`src/att_pkg.sv`:
```
// Shared constants, types and helpers of the ANSI text terminal.
package att_pkg;

    localparam int unsigned MAX_COLS     = 80;
    localparam int unsigned MAX_ROWS     = 32;
    localparam int unsigned ARG_SLOTS    = 8;
    localparam int unsigned SCREEN_CELLS = MAX_COLS * MAX_ROWS;
    localparam int unsigned ALL_CELLS    = 2 * SCREEN_CELLS;
    localparam int unsigned ADDR_W       = $clog2(ALL_CELLS);
    localparam int unsigned COL_W        = 7;
    localparam int unsigned ROW_W        = 5;
    localparam int unsigned ARG_W        = 16;
    localparam int unsigned ARGC_W       = $clog2(ARG_SLOTS + 1);
    localparam int unsigned ARGI_W       = $clog2(ARG_SLOTS);

    localparam logic [ARG_W-1:0] ARG_LIMIT = 16'hFFFF;
    localparam logic [6:0] COLS_RESET = 7'd40;
    localparam logic [5:0] ROWS_RESET = 6'd25;

    // Transaction kinds on the input channel.
    localparam logic CMD_FEED = 1'b0;
    localparam logic CMD_READ = 1'b1;

    // Configuration register indexes.
    localparam logic CFG_COLS = 1'b0;
    localparam logic CFG_ROWS = 1'b1;

    // Parser modes.
    localparam logic [1:0] PM_NORMAL = 2'd0;
    localparam logic [1:0] PM_ESC    = 2'd1;
    localparam logic [1:0] PM_CSI    = 2'd2;

    // Byte codes.
    localparam logic [7:0] CH_ESC  = 8'h1B;
    localparam logic [7:0] CH_DEL  = 8'h7F;
    localparam logic [7:0] CH_LF   = 8'h0A;
    localparam logic [7:0] CH_CR   = 8'h0D;
    localparam logic [7:0] CH_BS   = 8'h08;
    localparam logic [7:0] CH_TAB  = 8'h09;
    localparam logic [7:0] CH_SP   = 8'h20;
    localparam logic [7:0] CH_LBR  = 8'h5B;
    localparam logic [7:0] CH_SAVE = 8'h37;
    localparam logic [7:0] CH_REST = 8'h38;
    localparam logic [7:0] CH_QM   = 8'h3F;
    localparam logic [7:0] CH_SEMI = 8'h3B;
    localparam logic [7:0] CH_D0   = 8'h30;
    localparam logic [7:0] CH_D9   = 8'h39;
    localparam logic [7:0] FIN_LO  = 8'h40;
    localparam logic [7:0] FIN_HI  = 8'h7E;
    localparam logic [7:0] FIN_CUU = 8'h41;
    localparam logic [7:0] FIN_CUD = 8'h42;
    localparam logic [7:0] FIN_CUF = 8'h43;
    localparam logic [7:0] FIN_CUB = 8'h44;
    localparam logic [7:0] FIN_CUP = 8'h48;
    localparam logic [7:0] FIN_HVP = 8'h66;
    localparam logic [7:0] FIN_ED  = 8'h4A;
    localparam logic [7:0] FIN_EL  = 8'h4B;
    localparam logic [7:0] FIN_SGR = 8'h6D;
    localparam logic [7:0] FIN_STB = 8'h72;
    localparam logic [7:0] FIN_SCP = 8'h73;
    localparam logic [7:0] FIN_RCP = 8'h75;
    localparam logic [7:0] FIN_SU  = 8'h53;
    localparam logic [7:0] FIN_SD  = 8'h54;
    localparam logic [7:0] FIN_SET = 8'h68;
    localparam logic [7:0] FIN_RST = 8'h6C;

    localparam logic [ARG_W-1:0] MODE_ALT    = 16'd1049;
    localparam logic [ARG_W-1:0] MODE_CURSOR = 16'd25;
    localparam logic [ARG_W-1:0] MODE_WRAP   = 16'd7;

    localparam logic [7:0] PAL_FG_MASK = 8'hF8;
    localparam logic [7:0] PAL_BG_MASK = 8'h0F;
    localparam logic [7:0] PAL_BOLD    = 8'h08;

    typedef struct packed {
        logic accept;
        logic exec;
        logic fill_step;
        logic copy_rd;
        logic copy_wr;
        logic clr_step;
        logic load_out;
    } t_dp_cmd;

    typedef struct packed {
        logic plan_copy;
        logic plan_fill;
        logic plan_clr;
        logic fill_last;
        logic copy_last;
        logic clr_last;
        logic out_free;
    } t_dp_stat;

    function automatic logic [ADDR_W-1:0] cell_addr(input logic scr,
                                                   input logic [ROW_W-1:0] y,
                                                   input logic [COL_W-1:0] x);
        cell_addr = (scr ? ADDR_W'(SCREEN_CELLS) : '0)
                  + ADDR_W'(y) * ADDR_W'(MAX_COLS) + ADDR_W'(x);
    endfunction

endpackage

```
`src/att_ctrl.sv`:
```
// Controller state machine of the terminal: sequences parsing, walks and results.
module att_ctrl
    import att_pkg::*;
(
    input  logic     i_clk,
    input  logic     i_rst_n,
    input  logic     i_in_valid,
    output logic     o_in_ready,
    input  t_dp_stat i_stat,
    output t_dp_cmd  o_cmd
);

    localparam logic [2:0] S_BOOT = 3'd0;
    localparam logic [2:0] S_IDLE = 3'd1;
    localparam logic [2:0] S_EXEC = 3'd2;
    localparam logic [2:0] S_CPRD = 3'd3;
    localparam logic [2:0] S_CPWR = 3'd4;
    localparam logic [2:0] S_FILL = 3'd5;
    localparam logic [2:0] S_ACLR = 3'd6;
    localparam logic [2:0] S_DONE = 3'd7;

    logic [2:0] r_state;
    logic [2:0] n_state;

    assign o_in_ready = (r_state == S_IDLE);

    always_comb begin
        n_state = r_state;
        o_cmd   = '0;
        unique case (r_state)
            S_BOOT: begin
                o_cmd.clr_step = 1'b1;
                if (i_stat.clr_last) n_state = S_IDLE;
            end
            S_IDLE: begin
                if (i_in_valid) begin
                    o_cmd.accept = 1'b1;
                    n_state = S_EXEC;
                end
            end
            S_EXEC: begin
                o_cmd.exec = 1'b1;
                priority if (i_stat.plan_copy) n_state = S_CPRD;
                else if (i_stat.plan_fill) n_state = S_FILL;
                else if (i_stat.plan_clr) n_state = S_ACLR;
                else n_state = S_DONE;
            end
            S_CPRD: begin
                o_cmd.copy_rd = 1'b1;
                n_state = S_CPWR;
            end
            S_CPWR: begin
                o_cmd.copy_wr = 1'b1;
                n_state = i_stat.copy_last ? S_FILL : S_CPRD;
            end
            S_FILL: begin
                o_cmd.fill_step = 1'b1;
                if (i_stat.fill_last) n_state = S_DONE;
            end
            S_ACLR: begin
                o_cmd.clr_step = 1'b1;
                if (i_stat.clr_last) n_state = S_DONE;
            end
            S_DONE: begin
                if (i_stat.out_free) begin
                    o_cmd.load_out = 1'b1;
                    n_state = S_IDLE;
                end
            end
            default: n_state = S_IDLE;
        endcase
    end

    always_ff @(posedge i_clk) begin
        if (!i_rst_n) begin
            r_state <= S_BOOT;
        end else begin
            r_state <= n_state;
        end
    end

endmodule

```
`config.mk`:
```
export PLATFORM = sky130hd
export DESIGN_NAME = att_ctrl
export DESIGN_NICKNAME = d
export VERILOG_FILES = /design/src/att_pkg.sv /design/src/att_ctrl.sv
export SDC_FILE = /design/constraint.sdc
export NUM_CORES = 1
export LEC_CHECK = 0
export BUFFER_PORTS_ARGS = -buffer_cell sky130_fd_sc_hd__buf_2
export CORE_AREA = 2 2 39 41
export DETAILED_ROUTE_END_ITERATION = 16
export DIE_AREA = 0 0 41 43
export GPL_ROUTABILITY_DRIVEN = 0
export PLACE_DENSITY = 0.47
export SYNTH_ARGS = -nofsm -noshare
export SYNTH_HDL_FRONTEND = slang
export SYNTH_SLANG_ARGS = --single-unit
```
`constraint.sdc`:
```
create_clock -name i_clk -period 3.1 [get_ports i_clk]
set_clock_uncertainty 0.2 [all_clocks]
set_input_delay 0 -clock i_clk [delete_from_list [all_inputs] [get_ports i_clk]]
set_output_delay 0 -clock i_clk [all_outputs]
set_load 0.005 [all_outputs]
```
### Word-level counts from Yosys, hierarchy flattened

Index checks and enable logic that the tools add are counted.

| word-level totals | value |
|---|---|
| word-level logic and storage cells | 35 |
| bits in read-only memories | 0 |
| bits in latches | 0 |
| register bits after elaboration | 3 |
| input bits | 10 |
| memories | 0 |
| memory bits (writable) | 0 |

| cells by class | value |
|---|---|
| equality and inequality tests | 12 |
| $add $sub $neg | 0 |
| shift-type cells | 0 |
| mux-type cells | 19 |
| divide/modulo/power cells | 0 |
| bitwise operators | 0 |
| reductions and logical operators | 3 |
| magnitude comparators | 0 |
| $mul | 0 |

Operator list:

| kind | number |
|---|---|
| $mux W3 | 8 |
| $pmux W3 S8 | 1 |
| $eq A3 B3 Y1 const B | 4 |
| $mux W1 | 10 |
| $ne A2 B2 Y1 const B | 5 |
| $eq A3 B2 Y1 const B | 2 |
| $reduce_and A5 Y1 | 1 |
| $eq A3 B1 Y1 const B | 1 |
| $logic_not A3 Y1 | 1 |
| $reduce_or A2 Y1 | 1 |

### Longest topological paths before layout

| depth | value |
|---|---|
| word-level depth | 4 |
| depth in mapped cells | 5 |
| mapped depth without buffers | 4 |

### Worst setup path before layout

OpenSTA, ideal clock, no wires.

| timing | value |
|---|---|
| path type | register to register |
| from | register r_state[2] |
| to | register r_state[1] |
| path buffers | 1 |
| cell stages (with the launch flop) | 6 |
| setup slack | 1.883 ns |
| arrival time | 0.895 ns |
| clock period less this slack | 1.217 ns |
| path through | dfxtp_1 buf_4 nor2_4 a211oi_2 o211ai_1 a21oi_2 |

| between the ends | value |
|---|---|
| cells in the longest elaborated chain, start to end | 3 |
| elaborated cells between the ends (all ways) | 15 |
| classes of those cells | eq/ne (12); mux (1); reduce/logical (2) |

Ends and longest elaborated chain:

| what | RTL line | source |
|---|---|---|
| start: declaration | att_ctrl.sv:22 | `logic [2:0] r_state;` |
| start signal: assignment | att_ctrl.sv:78 | `r_state <= n_state;` |
| $eq A3 B3 Y1 (tied with other cells) | att_ctrl.sv:30 | `unique case (r_state)` |
| $ne A2 B2 Y1 (no line) | - |  |
| $reduce_and A5 Y1 (no line) | - |  |

Several ways; a longest one is shown, not always the timed one.
A chain may end at the register's enable or synchronous reset.

### Worst setup path after layout

Ends and elaborated chain as after synthesis.

==> qor.csv <==
metric,value,unit
largest net degree at the start of global routing,15,
Yosys reg bits,3,
HPWL after DPL,600.3,µm
Core Box Area,0.001384,mm²
area occupied by multi-input gates,221.5,µm²
Initial DRC Count,3,
total design power,190.2,µW
Routed wire per std cell,10.49,µm
"Cell Area, Synth",320.3,µm²
RSZ-0062 raised after global routing,no,
first-pass GRT wire length,1297,µm
H-tree levels,1,
max_cap viols,0,
Worst Max-Slew Pin Slew,0.5442,ns
final wirelength,818,µm
FF-to-FF Start,r_state[2],
Sw Pwr,65.80,µW
CP Max Fanout,13,
final number of hold-violating endpoints,0,
initial antenna violation count,0,
cts repair resizes,0,
WL met3,81,µm
VDD IR max,0.2876,mV
total track usage,11.52,%
hold-critical path endpoint,r_state[2],
vias in the first global route,308,
Synthesized Nets,50,
Critical Path Source Type,flip-flop,
Synth area leaders,"dfxtp_1 (19%), nor3b_1 (9.4%), a2111oi_4 (8.6%), nor2_1 (7.0%), o22ai_4 (6.3%)",
io pins,18,
YS warnings,0,
TritonCTS clock tree,yes,
Clk Tree Root Cell,clkbuf_4,
layout cells sized above 1,41.94,%
synthesized instance count,40,
highest clock rate,481.1,MHz
routed metal-1 wire length,354,µm
"Slew Viols, Final",0,
Int Pwr,124.4,µW
"Hold-fix buffers, CTS",4,
Setup Crit Path Kind,reg2reg,
# diodes,0,
worst path required time,3.08,ns
postcts setup bufs,0,
via/cell ratio,4.551,
Logic pwr share,31.7,%
reg2reg path depth,5,
Max-slew headroom,63.67,%
Max Used Layer,met4,
Die Y,43,µm
WL met2,373,µm
floorplan row count,14,
worst hold path class,in2reg,
sequential share of power,30.9,%
grt ovf,0,
"non-filler cells, final",78,
area delta synth->final,46.09,%
"Seq/Total Area, Yosys",18.75,%
Biggest register,r_state,
setup TNS,0,ns
number of port buffers,17,
power per cell area,406.5,mW/mm²
status,"finished, final reports clean",
Mapped Avg Cell Area,8.008,µm²
Clock Power Share,37.5,%
sw frac,34.59,%
Hold Crit Start,i_stat[6],
Finish-stage setup viols,0,
CTS Sinks,3,
Worst EP arrival,2.06,ns
R2R Path End,r_state[1],
Initial Util,23.15,%
Setup crit end kind,flip-flop,
"Clk Latency, worst-skew pair",0.24,ns
total CTS buffers,3,
Final period util,67.05,%
fillcell total,154,
drt pass-1 iters,2,
"area leader, netlist",dfxtp_1,
Yosys cell types,25,
Cells after DPL,70,
share of the synthesized area in the top cell type,18.75,%
Final min period,2.079,ns
Residual DRC,0,
register cell area after layout,60.06,µm²
Worst R2R Setup Slack,1.02,ns
full die area,0.001763,mm²
leakage power,0.2086,nW
Largest regs,r_state (3),
hold depth,4,
Clock transition at path regs,0.04,ns
max reg flops,3,
Final nets,73,
Antenna Nets Post-Route,0,
Die W,41,µm
Max clock buf depth,2,
DR vias,355,
==> final cells by class <==
cell class              count  area share [%]
well taps                  16           4.278
multi-input cells          30           47.33
flip-flops and latches      3           12.83
clock buffers               4           5.615
repair buffers             21           26.74
inverters                   4           3.209
==> critical path, cell delays in order (launching register included) <==
cell	delay, ns
dfxtp_1	0.63
nor2_1	0.12
a211oi_2	0.27
o211ai_1	0.12
a21oi_2	0.13
dlygate4sd3_1	0.55
==> cell families after synthesis <==
family,Yosys count,synth area share [%]
AOI/OAI and AO/OA,11,35.55
and+or+nand+nor,19,33.60
buffers and inverters,7,12.11
DFF,3,18.75
==> placed cells by master, fill, tap and decap left out, drive strengths merged, types with 2 or more instances in the layout <==
cell         count
clkbuf           4
dfxtp            3
o21ai            2
nor2             7
nor3b            4
a21oi            2
buf             17
inv              4
nand2            2
nor2b            3
a211oi           2
dlygate4sd3      4
==> synthesized netlist by cell type <==
master and instances:
a2111oi_4 1, a211oi_1 1, a211oi_2 1, a21oi_1 1, a21oi_2 1, a31oi_1 1
and3_1 1, buf_2 1, buf_4 1, buf_6 1, dfxtp_1 3, inv_1 3
inv_2 1, nand2_1 2, nor2_1 6, nor2_4 1, nor2b_1 3, nor3_1 1
nor3b_1 4, o2111ai_1 1, o211ai_1 1, o21ai_0 1, o21ai_1 1, o22ai_4 1
or2_1 1
==> metal layers <==
metal	vias to the layer above	track usage, %
li1	183	-
met2	11	14.69
met3	3	7.853
met4	0	6.000
met5	-	0
met1	158	14.06
==> metrics by stage <==
stage                     area, µm²  hold WS (ns)  setup WS, ns  util, %
after floorplan               320.3      -0.07031         1.883        -
after global routing          467.9       0.03543        0.9325    33.82
after global placement        401.6        0.1006         1.578    29.02
final                         467.9      0.002125         1.021    33.82
after detailed placement      401.6        0.1008         1.580    29.02
after CTS                     467.9      0.004080         1.027    33.82
==> power groups by stage <==
stage	clock network, mW	logic [mW]	registers [mW]
after CTS	0.0738	0.0615	0.0584
after detailed placement	0	0.0561	0.0592
final	0.0713	0.0602	0.0587
after global placement	0	0.0567	0.0587
after global routing	0.0767	0.0674	0.0598
after floorplan	0	0.0514	0.0462
==> worst max-delay path by stage <==
stage                          start    endpoint  slack [ns]  depth (start not counted)
final                     r_state[2]  r_state[1]        1.02                          5
after global routing      r_state[2]  r_state[1]        0.93                          5
after CTS                 r_state[1]  r_state[1]        1.03                          5
after detailed placement  r_state[2]  r_state[1]        1.58                          4
after global placement    r_state[2]  r_state[1]        1.58                          4
after floorplan           r_state[2]  r_state[1]        1.88                          5
Power figures use the tool's default switching activity.
